### config.mk
export PLATFORM = sky130hd
export DESIGN_NAME = mrpbr_front
export DESIGN_NICKNAME = d
export VERILOG_FILES = /design/src/mrpbr_pkg.sv /design/src/mrpbr_front.sv
export SDC_FILE = /design/constraint.sdc
export NUM_CORES = 1
export LEC_CHECK = 0
export ABC_AREA = 1
export BUFFER_PORTS_ARGS = -buffer_cell sky130_fd_sc_hd__buf_2
export CAP_MARGIN = 10
export CORE_MARGIN = 1
export CORE_UTILIZATION = 55
export DETAILED_ROUTE_END_ITERATION = 8
export GPL_TIMING_DRIVEN = 0
export PLACE_DENSITY_LB_ADDON = 0.08
export SLEW_MARGIN = 20
export SYNTH_ARGS = -nofsm -noshare
export SYNTH_HDL_FRONTEND = slang
export SYNTH_SLANG_ARGS = --single-unit
### constraint.sdc
create_clock -name clk -period 4.7 [get_ports clk]
set_clock_uncertainty 0.1 [all_clocks]
set_input_delay 0.47 -clock clk [delete_from_list [all_inputs] [get_ports clk]]
set_output_delay 0.47 -clock clk [all_outputs]
set_load 0.02 [all_outputs]
### src/mrpbr_pkg.sv
// package: shared constants, codes and beat types of the repeat-pattern byte reader
`timescale 1ns / 1ps

package mrpbr_pkg;

    // store geometry
    localparam int STORE_DEPTH = 131072;
    localparam int ADDR_W      = $clog2(STORE_DEPTH);
    localparam int FILL_W      = $clog2(STORE_DEPTH + 1);
    localparam int POS_W       = 17;
    // cursor reaches a marker address plus the header length
    localparam int CUR_W       = ($clog2(STORE_DEPTH + 4) > POS_W) ?
                                 $clog2(STORE_DEPTH + 4) : POS_W;

    // command queue between front and back
    localparam int QDEPTH = 2;
    localparam int QPTR_W = $clog2(QDEPTH);
    localparam int QCNT_W = $clog2(QDEPTH + 1);

    // stream encoding
    localparam logic [7:0] ESC_MARK    = 8'hFE;
    localparam logic [7:0] GROUP_MASK  = 8'h7F;
    localparam logic [7:0] MORE_MASK   = 8'h80;
    localparam int         REP_HDR_LEN = 4;

    // request codes on the input beat
    localparam logic [1:0] REQ_LOAD   = 2'd0;
    localparam logic [1:0] REQ_READ   = 2'd1;
    localparam logic [1:0] REQ_DELAY  = 2'd2;
    localparam logic [1:0] REQ_SETPOS = 2'd3;

    // command kinds held in the queue
    localparam logic [1:0] CMD_LOAD   = 2'd0;
    localparam logic [1:0] CMD_READ   = 2'd1;
    localparam logic [1:0] CMD_DELAY  = 2'd2;
    localparam logic [1:0] CMD_SETPOS = 2'd3;

    typedef struct packed {
        logic [1:0]       req_type;
        logic [7:0]       load_byte;
        logic [POS_W-1:0] position;
    } req_t;

    typedef struct packed {
        logic [31:0] value;
        logic        underrun;
    } rsp_t;

    typedef struct packed {
        logic [1:0]       kind;
        logic [7:0]       load_byte;
        logic [POS_W-1:0] position;
    } cmd_t;

    // queue head as seen by the back end
    typedef struct packed {
        logic valid;
        cmd_t cmd;
    } fq_t;

endpackage

### src/mrpbr_front.sv
// front end: accepts request beats, classifies them and queues commands
`timescale 1ns / 1ps

module mrpbr_front (
    input  logic               clk,
    input  logic               rst_n,
    input  logic               start,
    output logic               busy,
    input  mrpbr_pkg::req_t    req,
    input  logic               pop,
    output mrpbr_pkg::fq_t     fq
);

    mrpbr_pkg::cmd_t                 q_reg [mrpbr_pkg::QDEPTH];
    logic [mrpbr_pkg::QPTR_W-1:0]    wr_ptr_reg;
    logic [mrpbr_pkg::QPTR_W-1:0]    wr_ptr_next;
    logic [mrpbr_pkg::QPTR_W-1:0]    rd_ptr_reg;
    logic [mrpbr_pkg::QPTR_W-1:0]    rd_ptr_next;
    logic [mrpbr_pkg::QCNT_W-1:0]    cnt_reg;
    logic [mrpbr_pkg::QCNT_W-1:0]    cnt_next;
    logic                            push;
    logic                            do_pop;
    mrpbr_pkg::cmd_t                 cmd_in;

    // classify the request into a command
    always_comb
    begin
        cmd_in.load_byte = req.load_byte;
        cmd_in.position  = req.position;
        unique case (req.req_type)
            mrpbr_pkg::REQ_LOAD:   cmd_in.kind = mrpbr_pkg::CMD_LOAD;
            mrpbr_pkg::REQ_READ:   cmd_in.kind = mrpbr_pkg::CMD_READ;
            mrpbr_pkg::REQ_DELAY:  cmd_in.kind = mrpbr_pkg::CMD_DELAY;
            mrpbr_pkg::REQ_SETPOS: cmd_in.kind = mrpbr_pkg::CMD_SETPOS;
            default:               cmd_in.kind = mrpbr_pkg::CMD_LOAD;
        endcase
    end

    // queue handshake
    assign busy     = (cnt_reg == mrpbr_pkg::QCNT_W'(mrpbr_pkg::QDEPTH));
    assign push     = start && !busy;
    assign do_pop   = pop && (cnt_reg != '0);
    assign fq.valid = (cnt_reg != '0);
    assign fq.cmd   = q_reg[rd_ptr_reg];

    // pointer and count update
    always_comb
    begin
        wr_ptr_next = wr_ptr_reg;
        rd_ptr_next = rd_ptr_reg;
        cnt_next    = cnt_reg;
        if (push)
        begin
            wr_ptr_next = (wr_ptr_reg == mrpbr_pkg::QPTR_W'(mrpbr_pkg::QDEPTH - 1)) ?
                          '0 : wr_ptr_reg + 1'b1;
        end
        if (do_pop)
        begin
            rd_ptr_next = (rd_ptr_reg == mrpbr_pkg::QPTR_W'(mrpbr_pkg::QDEPTH - 1)) ?
                          '0 : rd_ptr_reg + 1'b1;
        end
        if (push && !do_pop)
        begin
            cnt_next = cnt_reg + 1'b1;
        end
        else if (do_pop && !push)
        begin
            cnt_next = cnt_reg - 1'b1;
        end
    end

    // control registers
    always_ff @(posedge clk or negedge rst_n)
    begin
        if (!rst_n)
        begin
            wr_ptr_reg <= '0;
            rd_ptr_reg <= '0;
            cnt_reg    <= '0;
        end
        else
        begin
            wr_ptr_reg <= wr_ptr_next;
            rd_ptr_reg <= rd_ptr_next;
            cnt_reg    <= cnt_next;
        end
    end

    // queue storage
    always_ff @(posedge clk)
    begin
        if (push)
        begin
            q_reg[wr_ptr_reg] <= cmd_in;
        end
    end

endmodule

==> flow_summary.json, run 1 <==
{
  "status": "finished clean",
  "first_pass_iters": 4,
  "syn_to_final_growth_pct": 22.8,
  "clk_pin_slew_ns": 0.06,
  "yosysTopAreaCell": "edfxtp_1",
  "met1_usage": 0.218,
  "yosysWarnings": 0,
  "wl_per_cell_um": 13.0,
  "hold_viol_final": 0,
  "stdcell_count": 295,
  "ys_seq_elements": 58,
  "slowest_delay_ns": 0.76,
  "yosys-top-cells-area": "edfxtp_1 (72%), nand2_1 (13%), dfrtp_1 (4.4%)",
  "crit_type": "reg -> reg",
  "cp-start-kind": "flip-flop",
  "layout_min_cycle_time_ns": 2.17,
  "ys_seq_area_frac": 0.764,
  "cts_tree": "done",
  "clockBufferDepth": 2,
  "fp.dieH_um": 66.0,
  "worstMarginPinSlew_ns": 0.990,
  "critPathArrivalTime_ns": 1.83,
  "antenna_found_initial": 0,
  "slowest_stage": "clkinv_1",
  "grt_pass1_vias": 1472,
  "remaining_drc_errors": 0,
  "drv_slew": 0,
  "final_common_cell": "nand2_1",
  "drt_iter0_markers": 66,
  "antenna_left": 0,
  "netlist_area_um2": 2250,
  "use_met3": 0.0603,
  "worst-path-buf-inv": 1,
  "grt.busiest_layer": "met2",
  "cp_cell_sequence": "nor2_2 > nor2_4 > nand2_2 > clkinv_1",
  "drt-total-wl_um": 3850,
  "ir_drop_mv": 0.445,
  "synthCells": 174,
  "slew_headroom": 0.336,
  "crit_path_end_kind": "flip-flop",
  "cp_data_required_time_ns": 4.36,
  "dieWidth_um": 66.0,
  "setup_viol": 0,
  "io_pins": 60,
  "clk_latency_ns": 0.32,
  "cts-root-buf": "clkbuf_8",
  "numCtsBuffers": 9,
  "final_area_um2": 2770,
  "placed_cell_area_um2": 2610,
  "critPathTopFamily": "buffers and inverters",
  "port_buffers": 57,
  "cap_violations": 0,
  "dp.cells": 279,
  "yosysUniqueCellTypes": 18,
  "overflow": 0,
  "grt_pass1_wl_um": 6260,
  "rsz0062_at_grt": "no",
  "die_area_um2": 4360,
  "coreArea_um2": 3800,
  "track_usage": 0.203,
  "rows": 22,
  "vias": 1443,
  "gp_congestion": 0.667,
  "fmax_mhz": 460,
  "initial_core_util": 0.593,
  "avgViaCountPerCell": 4.89,
  "path_max_fanout": 27,
  "power-per-cell-area_nw_per_um2": 656,
  "nNetsFinal": 275,
  "syn_nets": 206,
  "dp_hpwl_um": 2530,
  "p_leak_uw": 0.00123,
  "fin_total_pwr_uw": 1810,
  "cts_setup_buffers": 0,
  "layout_common_cells": "nand2_1 (81), buf_2 (57), edfxtp_1 (54)",
  "gr-usage-met2": 0.356,
  "cts-resized-gates": 0,
  "fin_tns_setup_ns": 0,
  "synth_top_area_share": 0.720,
  "drive_gt1_frac": 0.364,
  "cts.sinks": 58,
  "largest_register_ffs": 54,
  "syn_avg_cell_area_um2": 13.0,
  "finalCritPeriodShare": 0.462,
  "hold_class": "in -> reg",
  "diodes": 0,
  "grt_max_degree": 28,
  "htree_levels": 3
}
## cells by family (layout without fill, tap and decap cells)
kind of cell             Yosys count  after routing  synth area share
XOR/XNOR                           1              1           0.00389
AND/OR/NAND/NOR                   98             98             0.182
flip-flops                        58             58             0.764
AO/OA/AOI/OAI                      1              1           0.00222
adder cells (fa/ha/maj)            1              1           0.00555
buffers and inverters             15             88            0.0422
## report_power, final
part / switching, uW / total [uW] / internal, uW
combinational: 482 / 709 / 227
clock: 172 / 354 / 181
sequential: 40.0 / 751 / 711
total: 694 / 1810 / 1120
## synth_stat cells, drive strengths merged
library cell  number
nand4              1
edfxtp            54
inv                8
nor2               3
dfrtp              4
ha                 1
buf                5
nand3              2
o21ai              1
nand2             92
clkbuf             2
xnor2              1
## through the flow
step                      utilization  hold slack [ns]  worst slack [ns]
after global placement          0.684            0.179              1.85
final                           0.728            0.236              2.53
after floorplan                     -           0.0744              2.45
after CTS                       0.728            0.226              2.67
after global routing            0.728            0.221              2.37
after detailed placement        0.686            0.178              2.61
## worst reg2reg max path: stages, from the launching register on
cell and delay, ns:
dfrtp_1 0.44, nor2_2 0.20, nor2_4 0.05, nand2_2 0.06, clkinv_1 0.76
## worst paths after layout
check	startpoint	to	slack, ns	cells after the start
max in group asynchronous	rst_n	cnt_reg[1]$_DFFE_PN0P_	4.00	2
worst min-delay path	req[13]	q_reg[0][13]$_DFFE_PP_	0.24	1
worst max register to register	cnt_reg[0]$_DFFE_PN0P_	q_reg[0][19]$_DFFE_PP_	2.53	4
worst max-delay path	cnt_reg[0]$_DFFE_PN0P_	q_reg[0][19]$_DFFE_PP_	2.53	4
min in group asynchronous	rst_n	rd_ptr_reg$_DFFE_PN0P_	0.38	2
worst min register to register	cnt_reg[1]$_DFFE_PN0P_	cnt_reg[1]$_DFFE_PN0P_	0.38	2
## routing by layer
layer / vias to the layer above / part of all wire
met1: 668 / 0.41
li1: 713 / -
met3: 2 / 0.065
met5: - / 0
met2: 60 / 0.53
met4: 0 / 0.0039
## layout make-up
| type | instances | area [um2] |
|---|---|---|
| flip-flops and latches | 58 | 1720 |
| fillers | 261 | 1030 |
| multi-input cells | 101 | 444 |
| repair buffers | 58 | 295 |
| clock buffers | 10 | 128 |
| plain buffers | 7 | 65.1 |
| well taps | 48 | 60.1 |
| inverters | 8 | 30.0 |
| clock inverters | 5 | 22.5 |
## what timing repair did
item | 4_1_cts | 5_1_grt
hold buffers | 1 | 0
endpoints found under the setup margin | 0 | 0
endpoints found under the hold margin | 4 | 0
Note: power is estimated with default switching activity, not from simulation.
==> run 2, diff against run 1 <==
CORE_UTILIZATION = 51   (was 55)
clock period = 2.2 ns   (was 4.7 ns; I/O delays follow)
==> run 2 against run 1 <==
  * Register-to-register slack got worse by 2.4 ns
  * Critical path type unchanged
  * Cell area grew 11%
  * Power up 120%
  * Flip-flop and latch count unchanged
  * Hold slack got worse by 0.18 ns
  * Critical path depth grew 1
  * Sequential share of layout area shrank 6.0 points
  * Via count is 7.8% higher
==> flow_summary.json, run 2 (synthesis gave the netlist of run 1 again) <==
{
  "clockBufferDepth": 2,
  "placed_cell_area_um2": 2610,
  "path_max_fanout": 27,
  "avgViaCountPerCell": 4.80,
  "p_leak_uw": 0.00135,
  "grt_pass1_vias": 1526,
  "die_area_um2": 4690,
  "rows": 23,
  "io_pins": 60,
  "grt_pass1_wl_um": 6510,
  "nNetsFinal": 302,
  "fin_tns_setup_ns": 0,
  "slew_headroom": 0.268,
  "initial_core_util": 0.548,
  "hold_viol_final": 0,
  "power-per-cell-area_nw_per_um2": 1320,
  "cp-start-kind": "flip-flop",
  "crit_type": "reg -> reg",
  "syn_to_final_growth_pct": 35.9,
  "diodes": 0,
  "dp_hpwl_um": 2640,
  "cts-resized-gates": 0,
  "final_area_um2": 3060,
  "drive_gt1_frac": 0.325,
  "dieWidth_um": 68.5,
  "critPathLaunch": "cnt_reg[1]$_DFFE_PN0P_",
  "overflow": 0,
  "drt_iter0_markers": 131,
  "clk_latency_ns": 0.32,
  "cts_tree": "done",
  "fmax_mhz": 484,
  "hp-start": "pop",
  "layout_min_cycle_time_ns": 2.06,
  "antenna_found_initial": 0,
  "fillers": 279,
  "cp_data_required_time_ns": 2.04,
  "setup_slack_ns": 0.136,
  "first_pass_iters": 4,
  "cap_violations": 0,
  "htree_levels": 3,
  "port_buffers": 57,
  "fp.dieH_um": 68.5,
  "whs_ns": 0.0592,
  "setup_viol": 0,
  "status": "finished clean",
  "fin_total_pwr_uw": 4030,
  "clk_pin_slew_ns": 0.06,
  "cts.sinks": 58,
  "largest_register_ffs": 54,
  "coreArea_um2": 4120,
  "critPathArrivalTime_ns": 1.90,
  "remaining_drc_errors": 0,
  "wl_per_cell_um": 12.9,
  "worstMarginPinSlew_ns": 1.10,
  "layout_common_cells": "nand2_1 (81), buf_2 (57), edfxtp_1 (54)",
  "multi_input_comb_area_um2": 444,
  "antenna_left": 0,
  "gp_congestion": 0.666,
  "rsz0062_at_grt": "no",
  "pre_cts_slack_ns": 0.137,
  "vias": 1556,
  "drt-total-wl_um": 4170,
  "numCtsBuffers": 9,
  "grt_max_degree": 28,
  "crit_path_end_kind": "flip-flop",
  "worstReg2RegStart": "cnt_reg[1]$_DFFE_PN0P_",
  "final_common_cell": "nand2_1",
  "cts-root-buf": "clkbuf_8",
  "final-seq-area_um2": 1720,
  "track_usage": 0.208,
  "drv_slew": 0,
  "hold_class": "in -> reg",
  "ir_drop_mv": 0.889,
  "finalCritPeriodShare": 0.938
}
## run 2: timing repair
action,4_1_cts,5_1_grt
hold buffers,27,1
setup buffers,0,0
hold endpoints to repair,56,2
## run 2: layout make-up
cell class | instances | area share
sequential | 58 | 0.562
timing repair buffer | 85 | 0.185
multi-input combinational | 101 | 0.145
clock buffer | 10 | 0.0417
buffer | 7 | 0.0212
tap | 50 | 0.0204
clock inverter | 5 | 0.0151
inverter | 8 | 0.00980
## run 2: through the flow
stage	utilization	instances
final	0.744	324
after global routing	0.744	324
after CTS	0.742	323
after detailed placement	0.634	281
after global placement	0.633	281
after floorplan	-	174
## run 2: worst max-delay path: stages, from the launching register on
cell,delay [ns]
dfrtp_1,0.39
inv_1,0.15
nor2_2,0.07
nor2_4,0.11
nand2_2,0.06
inv_1,0.79
## run 2: path summary, 6_finish.rpt
| kind | to | slack, ns | cells after the start |
|---|---|---|---|
| min in group asynchronous | cnt_reg[1]$_DFFE_PN0P_ | 0.13 | 2 |
| max in group asynchronous | rd_ptr_reg$_DFFE_PN0P_ | 1.75 | 2 |
| setup / recovery | q_reg[0][18]$_DFFE_PP_ | 0.14 | 5 |
| hold / removal | rd_ptr_reg$_DFFE_PN0P_ | 0.06 | 3 |
| hold reg to reg | wr_ptr_reg$_DFFE_PN0P_ | 0.39 | 2 |
| setup reg to reg | q_reg[0][18]$_DFFE_PP_ | 0.14 | 5 |
## run 2: report_power, final
group / total [uW] / internal, uW / leakage [uW] / switching, uW
Combinational: 1550 / 517 / 0.000716 / 1030
Sequential: 1600 / 1520 / 0.000550 / 86.3
Clock: 880 / 503 / 0.0000886 / 377
## run 2: per-layer routing
metal  vias up  GRT usage  part of all wire
met1       738      0.207              0.39
met4         0      0.107             0.019
li1        764          -                 -
met5         -          0                 0
met3         8     0.0800             0.045
met2        46      0.373              0.55
